===== config.mk =====
export PLATFORM = sky130hd
export DESIGN_NAME = nonlinear_advection_stencil
export DESIGN_NICKNAME = d
export VERILOG_FILES = /design/src/rtl/core/nas_pkg.sv /design/src/rtl/core/nas_coef_rom.sv /design/src/rtl/core/nas_mul_unit.sv /design/src/rtl/core/nonlinear_advection_stencil.sv
export SDC_FILE = /design/constraint.sdc
export NUM_CORES = 2
export LEC_CHECK = 0
export CORE_MARGIN = 5
export CORE_UTILIZATION = 39
export CTS_CLUSTER_DIAMETER = 100
export CTS_CLUSTER_SIZE = 14
export DETAILED_ROUTE_END_ITERATION = 7
export DONT_BUFFER_PORTS = 1
export GPL_ROUTABILITY_DRIVEN = 0
export PLACE_DENSITY_LB_ADDON = 0.05
export SKIP_LAST_GASP = 1
export SLEW_MARGIN = 20
export SYNTH_ARGS = -nofsm -noshare
export SYNTH_HDL_FRONTEND = slang
export SYNTH_SLANG_ARGS = --single-unit
export TNS_END_PERCENT = 20

===== constraint.sdc =====
create_clock -name clk -period 12 [get_ports clk]
set_input_delay 1.2 -clock clk [delete_from_list [all_inputs] [get_ports clk]]
set_output_delay 1.2 -clock clk [all_outputs]
set_load 0.01 [all_outputs]

===== src/rtl/core/nas_pkg.sv =====
`default_nettype none
// ----------------------------------------------------------------------------
// nas_pkg
// Shared types and constants for the nonlinear advection stencil.
// ----------------------------------------------------------------------------
package nas_pkg;

    // field widths
    localparam int SAMPLE_W = 16;
    localparam int INDEX_W  = 12;
    localparam int COEF_W   = 24;
    localparam int DIFF_W   = 17;
    localparam int P1_W     = 27;
    localparam int P2_W     = 33;
    localparam int PROD_W   = 60;
    localparam int TERM_W   = 35;
    localparam int SUM_W    = 36;

    // speed after reset: 1.0 in Q4.12
    localparam logic signed [SAMPLE_W-1:0] SPEED_RESET = 16'sd4096;

    // coefficient build constants
    localparam longint unsigned PI_Q30  = 64'd3373259426;
    localparam longint unsigned RCP_MAX = 64'd8388607;

    // saturation bounds of a Q4.12 result
    localparam logic signed [SUM_W-1:0] SAT_HI = 36'sd32767;
    localparam logic signed [SUM_W-1:0] SAT_LO = -36'sd32768;

    // operand selection of the shared multiplier
    typedef enum logic [1:0] {
        MUL_COEF,
        MUL_DIFF,
        MUL_TERM
    } mul_op_t;

    typedef struct packed {
        logic    en;
        mul_op_t op;
    } mul_ctrl_t;

    // sequencer states
    typedef enum logic [2:0] {
        ST_IDLE,
        ST_FETCH,
        ST_MUL_P1,
        ST_MUL_P2,
        ST_MUL_TERM,
        ST_ROUND,
        ST_WRITE
    } seq_state_t;

endpackage
`default_nettype wire


===== src/rtl/core/nas_coef_rom.sv =====
`default_nettype none
// ----------------------------------------------------------------------------
// nas_coef_rom
// Reciprocal sine grid factors in unsigned Q10.14, built at elaboration
// from the field length, with a registered read port.
// ----------------------------------------------------------------------------
module nas_coef_rom #(
    parameter int POINTS = 64,
    parameter int AW     = 6
) (
    input  wire logic                           clk,
    input  wire logic [AW-1:0]                  addr,
    output logic      [nas_pkg::COEF_W-1:0]     coef
);

    logic [nas_pkg::COEF_W-1:0] coef_table [POINTS];
    logic [nas_pkg::COEF_W-1:0] coef_reg;

    // one entry per grid point: Taylor sine in Q30, then rounded reciprocal
    for (genvar gi = 0; gi < POINTS; gi++) begin : g_coef
        localparam longint unsigned M  = 64'(2 * (POINTS - 1));
        localparam longint unsigned K0 = (gi == 0 || gi == POINTS - 1) ? 64'd1
                                         : 64'(2 * (POINTS - 1 - gi));
        localparam longint unsigned K  = (2 * K0 > M) ? (M - K0) : K0;
        localparam longint unsigned X  = (K * nas_pkg::PI_Q30 + M / 2) / M;
        localparam longint unsigned X2 = (X * X) >> 30;
        localparam longint unsigned T1 = ((X  * X2) >> 30) / 6;
        localparam longint unsigned T2 = ((T1 * X2) >> 30) / 20;
        localparam longint unsigned T3 = ((T2 * X2) >> 30) / 42;
        localparam longint unsigned T4 = ((T3 * X2) >> 30) / 72;
        localparam longint unsigned T5 = ((T4 * X2) >> 30) / 110;
        localparam longint unsigned T6 = ((T5 * X2) >> 30) / 156;
        localparam longint unsigned T7 = ((T6 * X2) >> 30) / 210;
        localparam longint S  = longint'(X) - longint'(T1) + longint'(T2)
                                - longint'(T3) + longint'(T4) - longint'(T5)
                                + longint'(T6) - longint'(T7);
        localparam longint unsigned SD = (S <= 0) ? 64'd1 : 64'(S);
        localparam longint unsigned RQ = ((64'd1 << 44) + SD / 2) / SD;
        localparam longint unsigned RS = (S <= 0 || RQ > nas_pkg::RCP_MAX)
                                         ? nas_pkg::RCP_MAX : RQ;

        assign coef_table[gi] = RS[nas_pkg::COEF_W-1:0];
    end

    // registered read
    always_ff @(posedge clk)
    begin
        coef_reg <= coef_table[addr];
    end

    assign coef = coef_reg;

endmodule
`default_nettype wire


===== src/rtl/core/nas_mul_unit.sv =====
`default_nettype none
// ----------------------------------------------------------------------------
// nas_mul_unit
// Shared signed multiplier with operand select and registered product;
// serves the coefficient, difference and term products in turn.
// ----------------------------------------------------------------------------
module nas_mul_unit (
    input  wire logic                                    clk,
    input  wire nas_pkg::mul_ctrl_t                      ctrl,
    input  wire logic signed [nas_pkg::SAMPLE_W-1:0]     speed,
    input  wire logic        [nas_pkg::COEF_W-1:0]       coef,
    input  wire logic signed [nas_pkg::DIFF_W-1:0]       diff,
    input  wire logic signed [nas_pkg::SAMPLE_W-1:0]     field,
    input  wire logic signed [nas_pkg::P1_W-1:0]         p1,
    output logic      signed [nas_pkg::PROD_W-1:0]       product
);

    logic signed [nas_pkg::PROD_W-1:0] prod_reg;
    logic signed [nas_pkg::DIFF_W-1:0] neg_speed;
    logic signed [nas_pkg::P1_W-1:0]   op_a;
    logic signed [nas_pkg::P2_W-1:0]   op_b;

    // -speed fits 17 bits, including the most negative code
    assign neg_speed = -$signed({speed[nas_pkg::SAMPLE_W-1], speed});

    // operand select
    always_comb
    begin
        case (ctrl.op)
            nas_pkg::MUL_COEF:
            begin
                op_a = nas_pkg::P1_W'(neg_speed);
                op_b = $signed({{(nas_pkg::P2_W-nas_pkg::COEF_W){1'b0}}, coef});
            end
            nas_pkg::MUL_DIFF:
            begin
                op_a = nas_pkg::P1_W'(diff);
                op_b = nas_pkg::P2_W'(field);
            end
            nas_pkg::MUL_TERM:
            begin
                op_a = p1;
                op_b = prod_reg[nas_pkg::P2_W-1:0];
            end
            default:
            begin
                op_a = '0;
                op_b = '0;
            end
        endcase
    end

    // product register
    always_ff @(posedge clk)
    begin
        if (ctrl.en)
        begin
            prod_reg <= op_a * op_b;
        end
    end

    assign product = prod_reg;

endmodule
`default_nettype wire


===== src/rtl/core/nonlinear_advection_stencil.sv =====
`default_nettype none
// ----------------------------------------------------------------------------
// nonlinear_advection_stencil
// Adds the advection term -c/fac[i]*d*u[i] to the prior value of each grid
// point of a streamed 1-D field, using one shared multiplier.
// ----------------------------------------------------------------------------
// Usage:
//   Input channel (in_valid / in_stall): one request per grid point, carrying
//   the sample u and the prior output at that point. A field is POINTS
//   requests long; the request after the last one starts a new field.
//   Output channel (out_valid / out_stall): updated_value, point_index, last.
//   Results lag the input by one point: the first request of a field gives
//   nothing, the final one gives two results (the second with last set).
//   Configuration: cfg_we writes cfg_wdata into speed (signed Q4.12); write
//   only while the block is idle.
//   Sequence: each result passes FETCH (ROM read), MUL_P1, MUL_P2 and
//   MUL_TERM (three chained products on the shared multiplier), ROUND
//   and WRITE (saturating add); a request that gives no result is taken
//   in IDLE alone. in_stall is high while a request is being worked on.
//   A finished result sits in the output register; a stalled receiver holds
//   it there and the sequencer waits only when the next result is ready.
//   Reset clears the window, the point counter and the output valid, and
//   sets speed to 1.0.
// ----------------------------------------------------------------------------
module nonlinear_advection_stencil #(
    parameter int POINTS = 64
) (
    input  wire logic                                   clk,
    input  wire logic                                   rst_n,
    // input channel
    input  wire logic                                   in_valid,
    output logic                                        in_stall,
    input  wire logic signed [nas_pkg::SAMPLE_W-1:0]    sample,
    input  wire logic signed [nas_pkg::SAMPLE_W-1:0]    prior_value,
    // output channel
    output logic                                        out_valid,
    input  wire logic                                   out_stall,
    output logic      signed [nas_pkg::SAMPLE_W-1:0]    updated_value,
    output logic             [nas_pkg::INDEX_W-1:0]     point_index,
    output logic                                        last,
    // configuration
    input  wire logic                                   cfg_we,
    input  wire logic signed [nas_pkg::SAMPLE_W-1:0]    cfg_wdata
);

    localparam int CW = $clog2(POINTS);
    localparam logic [CW-1:0] LAST_IDX = CW'(POINTS - 1);

    // sequencer
    nas_pkg::seq_state_t state_reg, state_next;
    nas_pkg::mul_ctrl_t  mul_ctrl;
    logic accept;
    logic load_p1;
    logic load_term;
    logic out_load;
    logic out_free;

    // control registers
    logic signed [nas_pkg::SAMPLE_W-1:0] speed_reg;
    logic [CW-1:0] count_reg, count_next;
    logic          pend_valid_reg, pend_valid_next;
    logic          out_valid_reg, out_valid_next;

    // window and job payload
    logic signed [nas_pkg::SAMPLE_W-1:0] win0_reg, win1_reg, prior1_reg;
    logic signed [nas_pkg::DIFF_W-1:0]   job_d_reg;
    logic signed [nas_pkg::SAMPLE_W-1:0] job_u_reg, job_prior_reg;
    logic                                job_half_reg, job_last_reg;
    logic [CW-1:0]                       addr_reg;
    logic signed [nas_pkg::DIFF_W-1:0]   pend_d_reg;
    logic signed [nas_pkg::SAMPLE_W-1:0] pend_u_reg, pend_prior_reg;

    // arithmetic
    logic        [nas_pkg::COEF_W-1:0]   coef;
    logic signed [nas_pkg::PROD_W-1:0]   product;
    logic signed [nas_pkg::P1_W-1:0]     p1_reg;
    logic signed [nas_pkg::TERM_W-1:0]   term_reg;
    logic signed [nas_pkg::PROD_W-1:0]   rnd_half, rnd_full;
    logic signed [nas_pkg::PROD_W-1:0]   rnd_p1;
    logic signed [nas_pkg::SUM_W-1:0]    sum;
    logic signed [nas_pkg::SAMPLE_W-1:0] sat_value;

    // output register
    logic signed [nas_pkg::SAMPLE_W-1:0] out_value_reg;
    logic [CW-1:0]                       out_idx_reg;
    logic                                out_last_reg;

    // accept-time job decode
    logic                                has_a, has_b;
    logic signed [nas_pkg::DIFF_W-1:0]   cur_ext;
    logic signed [nas_pkg::DIFF_W-1:0]   d_a, d_b;

    assign cur_ext = nas_pkg::DIFF_W'(sample);
    assign has_a   = (count_reg != '0);
    assign has_b   = (count_reg >= LAST_IDX);
    assign d_a     = cur_ext - ((count_reg == CW'(1)) ? nas_pkg::DIFF_W'(win1_reg)
                                                     : nas_pkg::DIFF_W'(win0_reg));
    assign d_b     = cur_ext - nas_pkg::DIFF_W'(win1_reg);
    assign out_free = !out_valid_reg || !out_stall;

    // coefficient table
    nas_coef_rom #(
        .POINTS (POINTS),
        .AW     (CW)
    ) u_coef_rom (
        .clk  (clk),
        .addr (addr_reg),
        .coef (coef)
    );

    // shared multiplier
    nas_mul_unit u_mul_unit (
        .clk     (clk),
        .ctrl    (mul_ctrl),
        .speed   (speed_reg),
        .coef    (coef),
        .diff    (job_d_reg),
        .field   (job_u_reg),
        .p1      (p1_reg),
        .product (product)
    );

    // state register
    always_ff @(posedge clk or negedge rst_n)
    begin
        if (!rst_n)
        begin
            state_reg <= nas_pkg::ST_IDLE;
        end
        else
        begin
            state_reg <= state_next;
        end
    end

    // next state and sequencer outputs
    always_comb
    begin
        state_next  = state_reg;
        accept      = 1'b0;
        load_p1     = 1'b0;
        load_term   = 1'b0;
        out_load    = 1'b0;
        mul_ctrl.en = 1'b0;
        mul_ctrl.op = nas_pkg::MUL_COEF;
        case (state_reg)
            nas_pkg::ST_IDLE:
            begin
                if (in_valid)
                begin
                    accept = 1'b1;
                    if (has_a || has_b)
                    begin
                        state_next = nas_pkg::ST_FETCH;
                    end
                end
            end
            nas_pkg::ST_FETCH:
            begin
                state_next = nas_pkg::ST_MUL_P1;
            end
            nas_pkg::ST_MUL_P1:
            begin
                mul_ctrl.en = 1'b1;
                mul_ctrl.op = nas_pkg::MUL_COEF;
                state_next  = nas_pkg::ST_MUL_P2;
            end
            nas_pkg::ST_MUL_P2:
            begin
                mul_ctrl.en = 1'b1;
                mul_ctrl.op = nas_pkg::MUL_DIFF;
                load_p1     = 1'b1;
                state_next  = nas_pkg::ST_MUL_TERM;
            end
            nas_pkg::ST_MUL_TERM:
            begin
                mul_ctrl.en = 1'b1;
                mul_ctrl.op = nas_pkg::MUL_TERM;
                state_next  = nas_pkg::ST_ROUND;
            end
            nas_pkg::ST_ROUND:
            begin
                load_term  = 1'b1;
                state_next = nas_pkg::ST_WRITE;
            end
            nas_pkg::ST_WRITE:
            begin
                if (out_free)
                begin
                    out_load   = 1'b1;
                    state_next = pend_valid_reg ? nas_pkg::ST_FETCH : nas_pkg::ST_IDLE;
                end
            end
            default:
            begin
                state_next = nas_pkg::ST_IDLE;
            end
        endcase
    end

    assign in_stall = (state_reg != nas_pkg::ST_IDLE);

    // speed register
    always_ff @(posedge clk or negedge rst_n)
    begin
        if (!rst_n)
        begin
            speed_reg <= nas_pkg::SPEED_RESET;
        end
        else if (cfg_we)
        begin
            speed_reg <= cfg_wdata;
        end
    end

    // point counter and pending second result
    always_comb
    begin
        count_next      = count_reg;
        pend_valid_next = pend_valid_reg;
        if (accept)
        begin
            count_next      = has_b ? '0 : count_reg + CW'(1);
            pend_valid_next = has_a && has_b;
        end
        else if (out_load && pend_valid_reg)
        begin
            pend_valid_next = 1'b0;
        end
    end

    always_ff @(posedge clk or negedge rst_n)
    begin
        if (!rst_n)
        begin
            count_reg      <= '0;
            pend_valid_reg <= 1'b0;
            win0_reg       <= '0;
            win1_reg       <= '0;
            prior1_reg     <= '0;
        end
        else
        begin
            count_reg      <= count_next;
            pend_valid_reg <= pend_valid_next;
            if (accept)
            begin
                win0_reg   <= win1_reg;
                win1_reg   <= sample;
                prior1_reg <= prior_value;
            end
        end
    end

    // job operands: interior or left-end job first, right-end job queued
    always_ff @(posedge clk)
    begin
        if (accept)
        begin
            if (has_a)
            begin
                job_d_reg     <= d_a;
                job_u_reg     <= win1_reg;
                job_prior_reg <= prior1_reg;
                job_half_reg  <= (count_reg != CW'(1));
                job_last_reg  <= 1'b0;
                addr_reg      <= count_reg - CW'(1);
            end
            else
            begin
                job_d_reg     <= d_b;
                job_u_reg     <= sample;
                job_prior_reg <= prior_value;
                job_half_reg  <= 1'b0;
                job_last_reg  <= 1'b1;
                addr_reg      <= LAST_IDX;
            end
            pend_d_reg     <= d_b;
            pend_u_reg     <= sample;
            pend_prior_reg <= prior_value;
        end
        else if (out_load && pend_valid_reg)
        begin
            job_d_reg     <= pend_d_reg;
            job_u_reg     <= pend_u_reg;
            job_prior_reg <= pend_prior_reg;
            job_half_reg  <= 1'b0;
            job_last_reg  <= 1'b1;
            addr_reg      <= LAST_IDX;
        end
    end

    // rounding of the products, half up
    assign rnd_p1   = (product + nas_pkg::PROD_W'(64'sd8192)) >>> 14;
    assign rnd_full = (product + nas_pkg::PROD_W'(64'sd8388608)) >>> 24;
    assign rnd_half = (product + nas_pkg::PROD_W'(64'sd16777216)) >>> 25;

    always_ff @(posedge clk)
    begin
        if (load_p1)
        begin
            p1_reg <= rnd_p1[nas_pkg::P1_W-1:0];
        end
        if (load_term)
        begin
            term_reg <= job_half_reg ? rnd_half[nas_pkg::TERM_W-1:0]
                                     : rnd_full[nas_pkg::TERM_W-1:0];
        end
    end

    // saturating add with the prior value
    assign sum = nas_pkg::SUM_W'(job_prior_reg) + nas_pkg::SUM_W'(term_reg);

    always_comb
    begin
        if (sum > nas_pkg::SAT_HI)
        begin
            sat_value = nas_pkg::SAT_HI[nas_pkg::SAMPLE_W-1:0];
        end
        else if (sum < nas_pkg::SAT_LO)
        begin
            sat_value = nas_pkg::SAT_LO[nas_pkg::SAMPLE_W-1:0];
        end
        else
        begin
            sat_value = sum[nas_pkg::SAMPLE_W-1:0];
        end
    end

    // output register
    always_comb
    begin
        out_valid_next = out_valid_reg;
        if (out_load)
        begin
            out_valid_next = 1'b1;
        end
        else if (out_valid_reg && !out_stall)
        begin
            out_valid_next = 1'b0;
        end
    end

    always_ff @(posedge clk or negedge rst_n)
    begin
        if (!rst_n)
        begin
            out_valid_reg <= 1'b0;
        end
        else
        begin
            out_valid_reg <= out_valid_next;
        end
    end

    always_ff @(posedge clk)
    begin
        if (out_load)
        begin
            out_value_reg <= sat_value;
            out_idx_reg   <= addr_reg;
            out_last_reg  <= job_last_reg;
        end
    end

    assign out_valid     = out_valid_reg;
    assign updated_value = out_value_reg;
    assign point_index   = nas_pkg::INDEX_W'(out_idx_reg);
    assign last          = out_last_reg;

endmodule
`default_nettype wire

Word level (Yosys, flattened, before mapping)
Memory sizes are Yosys's and may differ from the RTL's. A register that Yosys moved wholly into a read port is not among the register bits.
Index checks and enable logic that the tools add are counted.
{ "totals": {"wordCells": 104, "rom_bits": 1536, "inputBits": 53, "ff_bits": 326, "mem_count": 1} }
{ "mem_list": {"columns": ["name", "words", "width", "read_ports", "rd_clocked_by_memory_dff", "wr", "line", "source"], "rows": [
  ["(name not given)", 64, 24, 1, 1, 0, "nas_coef_rom.sv:48", "coef_reg <= coef_table[addr];"]
]} }
{ "op_classes": {"mul": 1, "bitwise_logic": 1, "eq_ne": 13, "n_addsub": 9, "magnitude_cmp": 3, "mux": 39, "n_reduce_logical": 14} }
{ "ops": {"columns": ["cell", "count"], "rows": [
  ["$mux 16", 7],
  ["$pmux 33 s3", 1],
  ["$pmux 27 s3", 1],
  ["$mux 17", 4],
  ["$add 60x26->60 const B", 1],
  ["$mul 27x33->60", 1],
  ["$add 59x25->59 const B", 1],
  ["$add 41x15->41 const B", 1],
  ["$add 16x35->36", 1],
  ["$gt 36x16->1 const B", 1],
  ["$lt 36x16->1 const B", 1],
  ["$mux 35", 1],
  ["$mux 6", 4],
  ["$pmux 3 s7", 1],
  ["$neg 16->17", 1],
  ["$sub 16x16->17", 1],
  ["$sub 16x17->17", 1],
  ["$mux 1", 16],
  ["$eq 3x3->1 const B", 3],
  ["$mux 3", 3],
  ["$pmux 3 s3", 1],
  ["$not 6->7", 1],
  ["$add 6x1->6 const B", 1],
  ["$eq 3x2->1 const B", 2],
  ["17 further kinds", 24]
]} }

Logic depth before layout (Yosys ltp)
{ "depth": {"depth_word": 7, "depth_mapped": 36, "mapped_depth_nobuf": 34} }

Cells and area by module
A second synthesis with hierarchy kept.
{ "hier_totals": {"hier_cells": 5756, "area_unflattened_um2": 51800.9} }
{ "modules_own_cells": {"columns": ["mod", "seq_area_each_um2", "cells_per_inst", "area_per_inst_um2", "n_inst"], "rows": [
  ["nas_mul_unit", 1801.7, 3858, 33963.8, 1],
  ["nonlinear_advection_stencil", 7613.6, 1615, 15700.1, 1],
  ["nas_coef_rom", 400.4, 283, 2137.0, 1]
]} }

Worst setup path after synthesis
OpenSTA, ideal clock, no wires.
{ "synth_timing": {"path_type": "reg-to-reg", "startpoint": "register speed_reg[4] in the netlist's numbering", "endpoint": "register u_mul_unit.prod_reg, in the netlist u_mul_unit.product[56] (data pin)", "path_buffers": 2, "arrival_ps": 9213, "path_slack_ps": 2529, "synth_period_minus_slack_ps": 9471, "path_stages_with_launch": 33, "path_cell_list": "dfrtp_1 -> or4_1 -> or3_1 -> or4_1 -> nor3_1 -> xor2_1 -> nor2_1 -> a221oi_2 -> clkbuf_1 -> nor2_1 -> fa_1 -> inv_1 -> fa_1 -> inv_1 -> fa_1 -> fa_1 -> fa_1 -> fa_1 -> inv_1 -> fa_1 -> inv_1 -> ha_1 -> clkbuf_1 -> nand4_1 -> nor4_1 -> o311ai_0 -> a2111oi_0 -> o2111ai_1 -> a21oi_1 -> nor3_1 -> o41ai_1 -> a21oi_1 -> xnor2_1"} }
{ "synth_via": {"elab_chain_len": 3} }
{ "synth_lines": {"columns": ["item", "line", "source"], "rows": [
  ["start, declared", "nonlinear_advection_stencil.sv:59", "logic signed [nas_pkg::SAMPLE_W-1:0] speed_reg;"],
  ["start signal, assigned", "nonlinear_advection_stencil.sv:208", "speed_reg <= nas_pkg::SPEED_RESET;"],
  ["start signal, assigned", "nonlinear_advection_stencil.sv:212", "speed_reg <= cfg_wdata;"],
  ["$neg 16->17", "nas_mul_unit.sv:24", "assign neg_speed = -$signed({speed[nas_pkg::SAMPLE_W-1], speed});"],
  ["$pmux 27 s3", "nas_mul_unit.sv:29", "case (ctrl.op)"],
  ["$mul 27x33->60", "nas_mul_unit.sv:58", "prod_reg <= op_a * op_b;"],
  ["end signal, assigned", "nas_mul_unit.sv:58", null],
  ["end, declared", "nas_mul_unit.sv:18", "logic signed [nas_pkg::PROD_W-1:0] prod_reg;"]
]} }
Every way passes these cells.
A chain may end at the register's enable or synchronous reset.

Worst setup path in the final report
Ends and elaborated chain as after synthesis.

==> impl_metrics.tcl <==
set metrics [dict create \
    worst-path-buf-inv 5 \
    crit_path_top_delay_cell "a2111oi_1" \
    max_freq_ghz 0.09112 \
    critPathTopFamily "adder cells" \
    fin_ws_ps 1025 \
    post_cts_resized 0 \
    finalHoldViolations 0 \
    final_nets 6759 \
    cts_setup_buffers 0 \
    wl_per_cell_um 23.91 \
    antenna_left 0 \
    seq_area_frac_synth 0.1918 \
    clkSinkCount 346 \
    status "finished, final reports clean" \
    grt_use_total 0.2539 \
    setup_viol 0 \
    mostFrequentLayoutCells "1095 x inv_1, 914 x fa_1, 898 x nand2_1, 519 x nor2_1, 252 x ha_1" \
    cts_hold_buf 0 \
    yosysTopAreaCell "fa_1" \
    antenna_found_initial 6 \
    critPathKind "reg2reg" \
    period_needed_ps 10970 \
    grt_overflow 0 \
    skew_ps 35.56 \
    ys_seq_elements 346 \
    wirelength_mm 174.9 \
    ys_async_sr_fraction 0.2168 \
    start_util 0.3909 \
    std_cell_rows 133 \
    largest_reg_flops 60 \
    synth_area_um2 51190 \
    dpl.hpwl_mm 138.4 \
    avgViaCountPerCell 5.313 \
    clk_pin_slew_ps 80 \
    synth_cell_type_count 88 \
    postSynthCellCount 5670 \
    cts_made_buffers 28 \
    tightest_slew_ps 1232 \
    die_w_um 372.3 \
    cts_tree "built" \
    postSynthAreaPerCell_um2 9.028 \
    synth-edff-count 251 \
    report.final.slew_viol_count 0 \
    stdcell_area_um2 54300 \
    cpMostUsedCell "fa_1" \
    htree_levels 1 \
    grt_pass1_vias 40399 \
    slowest_delay_ps 750 \
    cts_buffer_depth 3 \
    drc 0 \
    netlist_top_cells_area "fa_1 36%, edfxtp_1 15%, inv_1 8.0%, nand2_1 6.6%, ha_1 6.2%" \
    clock_latency_ps 600 \
    cp_data_arrival_time_ps 11310 \
    dpl-instance-area_um2 53450 \
    min_period_over_period 0.9146 \
    maxCapViolations 0 \
    port_buffers 0 \
    yosysTopAreaCellShare 0.3575 \
    final_common_cell "inv_1" \
    worstPathMaxFanout 14 \
    core_area_um2 131000 \
    grt_setup_unrepaired "no" \
    required_ps 12330 \
    synth_ff_type "edfxtp_1" \
    grt_pass1_wl_mm 264.1 \
    critPathLaunchType "register" \
    grt_max_degree 94 \
    hp-class "in2async" \
    io_pins 84 \
    first_pass_iters 5 \
    root_buffer "clkbuf_16" \
    syn2layout_area_growth_pct 6.084 \
    cp-end-kind "register" \
    drt-initial-drc-count 2997 \
    drive_gt1_frac 0.04586 \
    setup-tns-final_ps 0 \
    die_area_um2 138600 \
    preCtsSetupSlack_ps 1219 \
    dr_total_vias 38874 \
    relSlewSlack 0.1785 \
    yosys_warnings 0 \
    die_h_um 372.3 \
]
[synth_stat cells, types with 9 or more instances]
master	instances
inv_1	1096
fa_1	914
nand2_1	900
nor2_1	520
ha_1	252
edfxtp_1	251
clkbuf_1	247
a21oi_1	207
o21ai_0	166
xnor2_1	128
a21o_1	82
dfrtp_1	74
xor2_1	67
nand3_1	64
nor3_1	62
and2_1	55
a31oi_1	47
a221oi_1	34
a221o_1	32
a211oi_1	27
buf_1	26
mux2i_1	24
nand4_1	24
mux2_2	21
nor2b_1	21
dfxtp_1	20
o211ai_1	19
and3_1	18
buf_2	18
nand2b_1	16
nor4_1	16
a21boi_0	14
o21a_1	12
o21bai_1	12
or3_1	12
o311ai_0	10
o31ai_1	10
a22oi_1	9
or2_2	9
or4_1	9
[metal layers]
layer	vias to the layer above	routed length (µm)	track usage
li1	17463	-	-
met1	19971	75140	0.3437
met2	1149	82950	0.4242
met3	287	8389	0.02404
met4	4	8441	0.09662
met5	-	21	0
[worst paths after layout]
path                                                    endpoint                  startpoint  cells after the start  slack [ps]
worst min register to register        prior1_reg[15]$_DFFE_PN0P_  prior1_reg[15]$_DFFE_PN0P_                      2         480
worst max register to register  u_mul_unit.product[56]$_DFFE_PP_    speed_reg[4]$_DFFE_PN0P_                     30        1030
min in group clk                      prior1_reg[15]$_DFFE_PN0P_  prior1_reg[15]$_DFFE_PN0P_                      2         480
worst min-delay path                    count_reg[1]$_DFFE_PN0P_                       rst_n                      0         290
worst max-delay path            u_mul_unit.product[56]$_DFFE_PP_    speed_reg[4]$_DFFE_PN0P_                     30        1030
max in group asynchronous              speed_reg[12]$_DFFE_PN1P_                       rst_n                      0       11520
[logic make-up (layout without fill, tap and decap cells)]
logic type / after synthesis / count (layout) / synth area share
xor+xnor: 195 / 195 / 0.03336
fa+ha+maj: 1166 / 1166 / 0.4190
simple gates: 1752 / 1752 / 0.1434
compound gates: 764 / 764 / 0.09858
mux: 47 / 47 / 0.01019
flops: 346 / 346 / 0.1918
other cells: 1 / 7 / 0.00007326
buf+inv: 1399 / 1285 / 0.1036
[per-stage QoR]
step	util	hold WS (ps)	std cells
after global placement	0.4081	459.1	7264
final	0.4146	291.8	7317
after CTS	0.4144	247.7	7315
after floorplan	-	400.3	5675
after detailed placement	0.4081	461.9	7264
after global routing	0.4146	260.7	7317
[layout make-up]
class / count / area, µm²
multi-input cells: 3930 / 36310
fillers: 13365 / 76660
flip-flops and latches: 346 / 9816
diodes: 1 / 2.502
well taps: 1755 / 2196
inverters: 1101 / 4138
repair buffers: 133 / 1018
clock inverters: 2 / 46.29
clock buffers: 49 / 779.5
Power is not shown: default switching activity piles up to over one toggle a cycle in this logic, so the estimate is an artifact.
